File: src/rtl/htfc_pkg.sv
`timescale 1ns / 1ps

package htfc_pkg;

  // crc-8, polynomial x^8+x^5+x^4+1, msb first
  localparam logic [7:0]  CRC_POLY       = 8'h31;
  localparam logic [15:0] RAW_ERROR      = 16'hFFFF;
  localparam logic [15:0] HUM_TOGGLE     = 16'h0002;

  // conversion scales, value = floor(raw * scale / 65536) - offset
  localparam int          SCALE_W        = 15;
  localparam int          PROD_W         = 16 + SCALE_W;
  localparam int          PROD_HI_W      = PROD_W - 16;
  localparam logic [SCALE_W-1:0] TEMP_SCALE = 15'd17572;
  localparam logic [SCALE_W-1:0] HUM_SCALE  = 15'd12500;

  localparam int          DIFF_W         = PROD_HI_W + 2;
  localparam logic signed [DIFF_W-1:0] TEMP_OFFSET = 17'sd4685;
  localparam logic signed [DIFF_W-1:0] HUM_OFFSET  = 17'sd600;
  localparam logic signed [DIFF_W-1:0] HUM_MAX     = 17'sd10000;
  localparam logic signed [15:0] TEMP_ERROR_VALUE  = 16'sd25500;
  localparam logic signed [15:0] HUM_ERROR_VALUE   = 16'sd0;

  // measurement kind
  localparam logic OP_TEMP = 1'b0;
  localparam logic OP_HUM  = 1'b1;

  // beat handed to the value stage
  typedef struct packed {
    logic                 op;
    logic                 all_ones;
    logic [7:0]           crc;
    logic [7:0]           chk;
    logic [PROD_HI_W-1:0] prod_hi;
  } conv_beat_t;

  // one byte through the crc register
  function automatic logic [7:0] crc_byte(input logic [7:0] d);
    logic [7:0] c;
    c = d;
    for (int i = 0; i < 8; i++) begin
      if (c[7]) begin
        c = {c[6:0], 1'b0} ^ CRC_POLY;
      end else begin
        c = {c[6:0], 1'b0};
      end
    end
    return c;
  endfunction

endpackage

File: src/rtl/htfc_value_stage.sv
`timescale 1ns / 1ps

module htfc_value_stage (
  input  logic                     clk,
  input  logic                     rst,
  input  logic                     beat_valid,
  output logic                     beat_ready,
  input  htfc_pkg::conv_beat_t     beat,
  output logic                     out_valid,
  input  logic                     out_ready,
  output logic signed [15:0]       value,
  output logic                     error
);

  logic                                     err;
  logic signed [htfc_pkg::DIFF_W-1:0]       prod_s;
  logic signed [htfc_pkg::DIFF_W-1:0]       temp_diff;
  logic signed [htfc_pkg::DIFF_W-1:0]       hum_diff;
  logic signed [15:0]                       value_next;

  assign beat_ready = !out_valid || out_ready;

  // frame check and offset / clamp
  always_comb begin
    err       = (beat.crc != beat.chk) || beat.all_ones;
    prod_s    = $signed({2'b00, beat.prod_hi});
    temp_diff = prod_s - htfc_pkg::TEMP_OFFSET;
    hum_diff  = prod_s - htfc_pkg::HUM_OFFSET;
    if (beat.op == htfc_pkg::OP_TEMP) begin
      if (err) begin
        value_next = htfc_pkg::TEMP_ERROR_VALUE;
      end else begin
        value_next = temp_diff[15:0];
      end
    end else begin
      if (err) begin
        value_next = htfc_pkg::HUM_ERROR_VALUE;
      end else if (hum_diff < 0) begin
        value_next = 16'sd0;
      end else if (hum_diff > htfc_pkg::HUM_MAX) begin
        value_next = htfc_pkg::HUM_MAX[15:0];
      end else begin
        value_next = hum_diff[15:0];
      end
    end
  end

  // output register
  always_ff @(posedge clk) begin
    if (rst) begin
      out_valid <= 1'b0;
    end else if (beat_ready) begin
      out_valid <= beat_valid;
    end
  end

  always_ff @(posedge clk) begin
    if (beat_ready && beat_valid) begin
      value <= value_next;
      error <= err;
    end
  end

endmodule

File: src/rtl/humidity_temp_frame_convert_top.sv
`timescale 1ns / 1ps

// Checks one received humidity or temperature frame (two data bytes and a
// crc-8 byte, polynomial 0x31, init 0) and converts the 16-bit raw value to
// hundredths of a degree Celsius or of percent relative humidity. A frame with
// a bad checksum or a raw value of all ones is flagged in error, with value
// 25500 for temperature and 0 for humidity. The block is a three-stage
// pipeline (crc of the high byte and operand select, crc of the low byte and
// the scale multiply, then check, offset and clamp into the output register):
// it takes one frame per clock as long as the output side keeps taking beats,
// and each frame passes through the stage a, stage b and output registers.
module humidity_temp_frame_convert_top (
  input  logic               clk,
  input  logic               rst,
  input  logic               in_valid,
  output logic               in_ready,
  input  logic               operation,
  input  logic [7:0]         high_byte,
  input  logic [7:0]         low_byte,
  input  logic [7:0]         check_byte,
  output logic               out_valid,
  input  logic               out_ready,
  output logic signed [15:0] value,
  output logic               error
);

  // stage a registers
  logic                              a_valid;
  logic                              a_op;
  logic                              a_all_ones;
  logic [7:0]                        a_crc_hi;
  logic [7:0]                        a_lo;
  logic [7:0]                        a_chk;
  logic [15:0]                       a_operand;
  logic [htfc_pkg::SCALE_W-1:0]      a_scale;
  logic                              a_ready;

  // stage b registers
  logic                              b_valid;
  htfc_pkg::conv_beat_t              b_beat;
  logic                              b_ready;

  logic [15:0]                       raw;
  logic [htfc_pkg::PROD_W-1:0]       product;

  assign a_ready  = !a_valid || b_ready;
  assign in_ready = a_ready;
  assign raw      = {high_byte, low_byte};

  // stage a: high byte crc, operand and scale select
  always_ff @(posedge clk) begin
    if (rst) begin
      a_valid <= 1'b0;
    end else if (a_ready) begin
      a_valid <= in_valid;
    end
  end

  always_ff @(posedge clk) begin
    if (a_ready && in_valid) begin
      a_op       <= operation;
      a_all_ones <= (raw == htfc_pkg::RAW_ERROR);
      a_crc_hi   <= htfc_pkg::crc_byte(high_byte);
      a_lo       <= low_byte;
      a_chk      <= check_byte;
      if (operation == htfc_pkg::OP_HUM) begin
        a_operand <= raw ^ htfc_pkg::HUM_TOGGLE;
        a_scale   <= htfc_pkg::HUM_SCALE;
      end else begin
        a_operand <= raw;
        a_scale   <= htfc_pkg::TEMP_SCALE;
      end
    end
  end

  // stage b: low byte crc and scale multiply
  assign product = a_operand * a_scale;

  always_ff @(posedge clk) begin
    if (rst) begin
      b_valid <= 1'b0;
    end else if (b_ready) begin
      b_valid <= a_valid;
    end
  end

  always_ff @(posedge clk) begin
    if (b_ready && a_valid) begin
      b_beat.op       <= a_op;
      b_beat.all_ones <= a_all_ones;
      b_beat.crc      <= htfc_pkg::crc_byte(a_crc_hi ^ a_lo);
      b_beat.chk      <= a_chk;
      b_beat.prod_hi  <= product[htfc_pkg::PROD_W-1:16];
    end
  end

  // stage c: check, offset, clamp, output register
  htfc_value_stage u_value (
    .clk        (clk),
    .rst        (rst),
    .beat_valid (b_valid),
    .beat_ready (b_ready),
    .beat       (b_beat),
    .out_valid  (out_valid),
    .out_ready  (out_ready),
    .value      (value),
    .error      (error)
  );

endmodule

File: config.mk
export PLATFORM = sky130hd
export DESIGN_NAME = humidity_temp_frame_convert_top
export DESIGN_NICKNAME = d
export VERILOG_FILES = /design/src/rtl/htfc_pkg.sv /design/src/rtl/htfc_value_stage.sv /design/src/rtl/humidity_temp_frame_convert_top.sv
export SDC_FILE = /design/constraint.sdc
export NUM_CORES = 1
export LEC_CHECK = 0
export BUFFER_PORTS_ARGS = -buffer_cell sky130_fd_sc_hd__buf_2
export CAP_MARGIN = 20
export CORE_MARGIN = 1
export CORE_UTILIZATION = 63
export DETAILED_ROUTE_END_ITERATION = 6
export GPL_ROUTABILITY_DRIVEN = 0
export HOLD_SLACK_MARGIN = 0.1
export PLACE_DENSITY = 0.82
export SYNTH_ARGS = -nofsm -noshare
export SYNTH_HDL_FRONTEND = slang
export SYNTH_SLANG_ARGS = --single-unit
File: constraint.sdc
create_clock -name clk -period 8.58 [get_ports clk]
set_input_delay 1.287 -clock clk [delete_from_list [all_inputs] [get_ports clk]]
set_output_delay 1.287 -clock clk [all_outputs]
set_load 0.05 [all_outputs]
[After elaboration in Yosys (flattened, before gate mapping)]
Index checks and enable logic that the tools add are counted.
Storage, ports and cells
  register bits after elaboration: 110
  input port bits: 29
  output and inout port bits: 19
  word-level logic and storage cells: 89
Cells by class
  $add $sub $neg: 2
  multiply operators: 1
  $lt $le $gt $ge: 2
  equality and inequality tests: 2
  multiplexer cells: 37
  bitwise gates (word level): 18
  reductions and logical operators: 8
Operators with widths (number)
  2-to-1 mux 8 bit: 14
  2-to-1 mux 6 bit: 16
  2-to-1 mux 16 bit: 5
  NOT 3 bit: 16
  multiplier 16 x 15 -> 31 bit: 1
  == test 16 bit, second input constant: 1
  > comparator 16 x 15 -> 1 bit, second input constant: 1
  less-than comparator 16 x 1 -> 1 bit, second input constant: 1
  subtractor 15 x 10 -> 16 bit, second input constant: 1
  subtractor 15 x 13 -> 16 bit, second input constant: 1
  2-to-1 mux 15 bit: 1
  inequality test 8 bit: 1
  bitwise XOR 8 bit: 1
  logical AND 1 bit: 3
  logical OR 1 bit: 3
  logical NOT 1 bit: 2
  2-to-1 mux 2 bit: 1
  NOT 1 bit: 1

[Depth between registers and ports, before layout]
Gate-level depths: netlist (run 1).
  depth in word-level cells: 25
  gate-level depth with buffers: 21
  depth with buffers taken out: 20

[Modules after synthesis]
From an unflattened synthesis (run 1), not the netlist that was laid out.
Second synthesis, totals
  cell total of the unflattened synthesis: 813
  area, all modules: 8963.6 µm²
By module, submodules not included
  humidity_temp_frame_convert_top: instances 1, cells an instance 633, area each 7310.8 µm², seq. area each 2112.0 µm²
  htfc_value_stage: instances 1, cells an instance 180, area each 1652.8 µm², seq. area each 530.5 µm²

[Least setup slack after synthesis (run 1)]
OpenSTA, ideal clock, no wires.
  path kind: reg2reg
  start: register a_scale[13] (netlist bit)
  end: register b_beat[12] (netlist bit), data pin
  library setup time: 0.180 ns
  data arrival time: 5.866 ns
  data required time: 8.400 ns
  setup slack: 2.534 ns
  cell stages (with the launch flop): 21
  path buffers: 2
  period minus slack after synthesis: 6.046 ns
  cell sequence: edfxtp_1 -> clkbuf_1 -> nand2_1 -> fa_1 -> inv_1 -> fa_1 -> inv_1 -> fa_1 -> fa_1 -> inv_1 -> fa_1 -> ha_1 -> ha_1 -> buf_6 -> nand4_2 -> nor3_1 -> or3_1 -> or4_4 -> o211ai_2 -> or4b_1 -> o311ai_1
On the way
  word-level cells in the longest chain between the ends: 1
RTL lines
  start: declaration: RTL line humidity_temp_frame_convert_top.sv:35  | logic [htfc_pkg::SCALE_W-1:0] a_scale;
  start signal: assignment: RTL line humidity_temp_frame_convert_top.sv:68  | a_scale <= htfc_pkg::HUM_SCALE;
  start signal: assignment: RTL line humidity_temp_frame_convert_top.sv:71  | a_scale <= htfc_pkg::TEMP_SCALE;
  multiplier 16 x 15 -> 31 bit: RTL line humidity_temp_frame_convert_top.sv:77  | assign product = a_operand * a_scale;
  named net product (one bit): RTL line humidity_temp_frame_convert_top.sv:44  | logic [htfc_pkg::PROD_W-1:0] product;
  end: declaration: RTL line humidity_temp_frame_convert_top.sv:40  | htfc_pkg::conv_beat_t b_beat;
The timed path passes the listed nets, and every way through them passes these cells.
A chain may end at the register's enable or synchronous reset.

[Final worst setup path (run 1)]
Same ends and word-level chain as after synthesis.

==> impl_metrics.csv, run 1 <==
group,metric,value,unit
cells_and_area,fin_util,70.5,%
clock_tree,h-tree-depth,3,
routing,ant_nets,0,
clock_tree,postCtsSetupBuffers,0,
floorplan,dieArea,14200,um2
setup_path,crit_fanout,18,
yosys,synthesis.area,8660,um2
routing,wl_per_cell,16.9,um
power,ir_drop,214,uV
power,p_per_area,302,nW/um2
routing,drtIter0Drc,800,
timing,min_period,6710,ps
flow_run,maxCapViolCount,0,
timing,clock-skew-final,8.74,ps
routing,firstDrtPassIters,6,
power,total_power,2.84,mW
yosys,synth_seq_area_share,30.5,%
clock_tree,cts_tree,"built",
clock_tree,clkLatencyLatePin,340,ps
setup_path,cp-end-kind,"register",
timing,setup_slack,1870,ps
yosys,ys_ff_latch,89,
yosys,synth_edf_count,86,
yosys,synth_area_per_cell,11.0,um2
yosys,syn-instance-count,789,
floorplan,die_h,119,um
global_route,antenna_found_initial,0,
floorplan,io_pins,48,
clock_tree,post_cts_resized,0,
status,status,"finished clean",
global_route,grt_pass1_vias,6115,
global_route,grt_pass1_wl,28.9,mm
yosys,ys_async_sr_fraction,0,%
yosys,ys_types,60,
floorplan,start_util,64.9,%
yosys,syn-num-nets,1032,
setup_path,crit_required,8730,ps
clock_tree,clkTransAtPathRegs,60,ps
floorplan,die_x,119,um
timing,tightestPinTransition,726,ps
clock_tree,root_buffer,"clkbuf_16",
setup_path,arrival,6860,ps
routing,viasPerCell,5.80,
timing,clock.fmax,149,MHz
power,p_leak,4.45,nW
cells_and_area,drive_gt1_share,8.91,%
timing,hold_viol_final,0,
min_path,min_path_type,"reg2reg",
global_route,grt_max_degree,37,
timing,max_slew_margin,51.6,%
routing,num_vias,5905,
timing,setup_viol_count_final,0,
setup_path,crit_path_start_kind,"register",
routing,drc,0,
yosys,synth_ff_type,"edfxtp_1",
global_route,grt_overflow,0,
timing,finalSetupTns,0,ps
setup_path,criticalPathCategory,"reg2reg",
yosys,yosysWarnings,0,
timing,grt_setup_unrepaired,"false",
placement,pre_cts_ws,1960,ps
clock_tree,cts_sinks,89,
cells_and_area,area_growth,8.55,%
timing,finalCritPeriodShare,78.2,%
global_route,grt_usage,26.0,%
floorplan,row_count,42,
placement,io_buffers,47,
clock_tree,holdBufCountCts,0,
cells_and_area,nets,1081,
floorplan,core,13300,um2
routing,wirelength,17.2,mm
clock_tree,cts_buffers,9,
clock_tree,clock_path_buffers,2,
placement,dp_hpwl,14.2,mm
timing,drv_slew,0,
cells_and_area,diodes,0,
## placed cells by master (no fill, tap or decap), types with 4 or more instances in the layout
| cell | instances |
|---|---|
| nand2_1 | 38 |
| fa_1 | 85 |
| o21ai_0 | 22 |
| a22oi_1 | 4 |
| a21oi_1 | 32 |
| a21o_1 | 6 |
| nor3_1 | 10 |
| and2_1 | 18 |
| nand4_1 | 7 |
| nand2b_1 | 4 |
| o21a_1 | 6 |
| o22ai_1 | 7 |
| xnor2_1 | 43 |
| xor2_1 | 30 |
| nor2_1 | 29 |
| buf_2 | 47 |
| inv_1 | 156 |
| clkbuf_16 | 9 |
| edfxtp_1 | 86 |
| nor4_1 | 4 |
| nor2b_1 | 5 |
| ha_1 | 129 |
## critical path, stage by stage, from the launching register on
cell and delay [ps]:
edfxtp_1 700, nand2_1 230, nor2_1 230, a21oi_1 110, ha_1 190, or2_2 310, fa_1 480, inv_1 50
fa_1 510, fa_1 540, inv_1 50, fa_1 470, ha_1 310, ha_1 380, a21oi_1 270, nor2_1 60
or3_1 350, or4_4 440, o211ai_2 250, or4b_1 470, o311ai_1 100
## power by group
group | switching (mW) | internal (mW)
clock network | 0.153 | 0.255
registers | 0.0777 | 0.617
logic | 1.01 | 0.729
## metal layers
| metal | part of all wire (%) | GRT usage [%] | routed length (um) | vias to the layer above |
|---|---|---|---|---|
| met2 | 52 | 46.9 | 8870 | 277 |
| met1 | 40 | 32.4 | 6910 | 2837 |
| met3 | 6.3 | 3.83 | 1080 | 44 |
| met4 | 1.7 | 7.28 | 299 | 0 |
| met5 | 0 | 0 | 0 | - |
| li1 | - | - | - | 2747 |
## cells in the mapped netlist, types with 9 or more instances
cell type    n  share of area [%]
nand2_1     38                1.6
fa_1        85                 20
a21oi_1     32                1.8
xor2_1      30                3.0
nor3_1      10               0.58
nor2_1      29                1.3
ha_1       129                 19
inv_1      156                6.8
clkbuf_1     9               0.39
xnor2_1     43                4.3
edfxtp_1    86                 30
o21ai_0     22                1.3
and2_1      18                1.3
## flip-flops by register name, summed over array words and instances (netlist names)
register / flops
b_beat: 33
u_value.value: 16
a_operand: 10
a_chk: 8
a_crc_hi: 8
a_lo: 7
a_scale: 2
a_all_ones: 1
a_valid: 1
b_valid: 1
u_value.error: 1
u_value.out_valid: 1
## logic make-up after synthesis
logic type,synth area share (%)
flip-flops,30.5
XOR/XNOR,7.57
buffers and inverters,7.44
AO/OA/AOI/OAI,8.06
adder cells (fa/ha/maj),38.3
AND/OR/NAND/NOR,8.16
## final timing paths
kind	start	to	slack, ps	cells past startpoint
hold reg to reg	a_chk[2]$_DFFE_PP_	b_beat[17]$_DFFE_PP_	420	0
hold / removal	a_chk[2]$_DFFE_PP_	b_beat[17]$_DFFE_PP_	420	0
setup / recovery	a_scale[13]$_DFFE_PP_	b_beat[12]$_DFFE_PP_	1870	20
setup reg to reg	a_scale[13]$_DFFE_PP_	b_beat[12]$_DFFE_PP_	1870	20
## stage by stage
step | std cells | hold slack (ps) | cell area, um2
after floorplan | 789 | 400 | 8660
after global placement | 1003 | 406 | 9090
after detailed placement | 1003 | 413 | 9090
after CTS | 1018 | 424 | 9400
after global routing | 1018 | 433 | 9400
final | 1018 | 424 | 9400
## final cells by class
class | instances | area [um2]
well taps | 176 | 220
multi-input cells | 531 | 5380
repair buffers | 50 | 258
clock buffers | 9 | 225
fillers | 900 | 3940
flip-flops and latches | 89 | 2640
inverters | 157 | 589
clock inverters | 6 | 90.1
Note: power is estimated with default switching activity, not from simulation.
==> inputs of run 2 (changes only) <==
==> constraint.sdc (replaced) <==
create_clock -name clk -period 6.7 [get_ports clk]
set_input_delay 1.005 -clock clk [delete_from_list [all_inputs] [get_ports clk]]
set_output_delay 1.005 -clock clk [all_outputs]
set_load 0.05 [all_outputs]
==> run 2 against run 1 <==
Compared with the run above:
- the flow now finishes with violations (design-rule violations)
- sequential power is 27% higher
- clock power is 23% higher
- count of clock-buffer cells in the layout is the same
- final cell count is 0.98% higher
- worst hold slack worse by 2.9 ps
- wire length rose by 2.9%
==> impl_metrics.csv, run 2 (synthesis gave the netlist of run 1 again) <==
group,metric,value,unit
status,status,"finished, violations left",
status,violations,"design-rule violations",
clock_tree,clock_path_buffers,2,
setup_path,crit_slowest_cell,"fa_1",
global_route,grt_usage,26.5,%
cells_and_area,regArea,2640,um2
floorplan,core,13300,um2
cells_and_area,largest-register,"b_beat",
routing,wl_met1,7.10,mm
global_route,grt_pass1_wl,29.3,mm
clock_tree,cts_sinks,89,
min_path,whs_path_depth,0,
routing,drtIter0Drc,569,
cells_and_area,largest_reg_flops,33,
floorplan,die_h,119,um
timing,drv_slew,0,
setup_path,critPathMaxStageDelay,560,ps
placement,pre_cts_ws,328,ps
routing,wl_met3,1.22,mm
setup_path,arrival,6510,ps
timing,tightestPinTransition,759,ps
clock_tree,cts_buffers,9,
timing,setup_slack,340,ps
timing,grt_setup_unrepaired,"false",
clock_tree,postCtsSetupBuffers,0,
clock_tree,cts_tree,"built",
cells_and_area,fillers,880,
timing,max_slew_margin,48.9,%
clock_tree,h-tree-depth,3,
floorplan,start_util,64.9,%
routing,maxUsedRoutingLayer,"met4",
routing,met2_length,8.98,mm
cells_and_area,multiInputGateArea,5380,um2
timing,min_period,6360,ps
setup_path,worst-r2r-setup-slack,340,ps
setup_path,path_cells,"buf_4, nand2_1, fa_1, inv_1, fa_1, inv_1, fa_1, fa_1, inv_1, fa_1, ha_1, ha_1, nand4_2, nor3_1, or3_1, or4_4, o211ai_2, or4b_1, o311ai_1",
setup_path,path_buf_inv,4,
min_path,min_path_type,"reg2reg",
routing,firstDrtPassIters,7,
power,total_power,3.61,mW
cells_and_area,nets,1090,
setup_path,rr_worst_depth,19,
power,p_leak,4.48,nW
global_route,grt_overflow,0,
setup_path,crit_path_start_kind,"register",
flow_run,maxCapViolCount,0,
cells_and_area,final_common_cell,"inv_1",
placement,io_buffers,47,
placement,dp_hpwl,14.5,mm
timing,clock.fmax,157,MHz
setup_path,cp-startpoint,"a_scale[13]$_DFFE_PP_",
placement,placedCellCount,1010,
global_route,antenna_found_initial,0,
global_route,grt_max_degree,37,
setup_path,r2r_start,"a_scale[13]$_DFFE_PP_",
routing,wl_per_cell,17.2,um
cells_and_area,final_area,9460,um2
routing,viasPerCell,5.75,
floorplan,die_x,119,um
placement,place_area,9140,um2
cells_and_area,diodes,0,
setup_path,crit_top_cell,"fa_1",
cells_and_area,drive_gt1_share,9.86,%
timing,setup_viol_count_final,0,
floorplan,row_count,42,
cells_and_area,final_cell_mix,"inv_1, ha_1, edfxtp_1",
setup_path,rr_endpoint,"b_beat[12]$_DFFE_PP_",
setup_path,cp_top_family,"adder cells",
global_route,grt_pass1_vias,6326,
floorplan,io_pins,48,
clock_tree,clkLatencyLatePin,340,ps
cells_and_area,final_cells,1028,
setup_path,endpoint,"b_beat[12]$_DFFE_PP_",
timing,hold_viol_final,0,
routing,ant_nets,0,
setup_path,cp-end-kind,"register",
setup_path,crit_fanout,12,
clock_tree,post_cts_resized,0,
routing,drc,4,
setup_path,crit_required,6850,ps
power,ir_drop,214,uV
routing,num_vias,5909,
power,p_per_area,381,nW/um2
cells_and_area,area_growth,9.20,%
clock_tree,holdBufCountCts,0,
clock_tree,root_buffer,"clkbuf_16",
setup_path,criticalPathCategory,"reg2reg",
timing,clock-skew-final,11.2,ps
clock_tree,clkTransAtPathRegs,70,ps
floorplan,dieArea,14200,um2
cells_and_area,reg_top3,"b_beat: 33 flops, u_value.value: 16 flops, a_operand: 10 flops",
timing,finalSetupTns,0,ps
timing,finalCritPeriodShare,94.9,%
setup_path,cp.depth,19,
routing,wirelength,17.7,mm
run 2: changes by cell type in the layout (fill, tap and decap cells not counted), sizes merged:
cell	delta
buf	+9
bufinv	-1
clkinv	+2
run 2: worst min-delay path by stage:
stage                       startpoint                    to  slack [ps]
finish              a_chk[2]$_DFFE_PP_  b_beat[17]$_DFFE_PP_         420
detailed placement  a_chk[4]$_DFFE_PP_  b_beat[19]$_DFFE_PP_         400
global route        a_chk[2]$_DFFE_PP_  b_beat[17]$_DFFE_PP_         440
floorplan           a_chk[0]$_DFFE_PP_  b_beat[15]$_DFFE_PP_         400
global placement    a_chk[6]$_DFFE_PP_  b_beat[21]$_DFFE_PP_         410
CTS                 a_chk[2]$_DFFE_PP_  b_beat[17]$_DFFE_PP_         420
run 2: area by class of cell:
| cell class | instances | share of cell area [%] |
|---|---|---|
| Clock buffer | 9 | 2.38 |
| Clock inverter | 7 | 0.833 |
| Inverter | 157 | 6.23 |
| Multi-Input combinational cell | 531 | 56.9 |
| Sequential cell | 89 | 27.9 |
| Tap cell | 176 | 2.33 |
| Timing Repair Buffer | 59 | 3.44 |
run 2: stage by stage:
stage	utilization (%)	hold slack, ps
after floorplan	-	400
after global placement	68.5	406
after detailed placement	68.5	405
after CTS	70.8	421
after global routing	70.9	435
final	70.9	421
run 2: power by group:
part           total, mW  internal [mW]  switching (mW)  leakage (nW)
Clock              0.503          0.293           0.211         0.146
Combinational       2.22          0.942            1.28          3.50
Sequential         0.884          0.790          0.0947         0.837
run 2: layer usage:
layer  vias up  global-route usage [%]
met5         -                       0
met4         0                    9.26
met3        42                    4.41
met2       262                    47.2
met1      2843                    32.4
li1       2762                       -
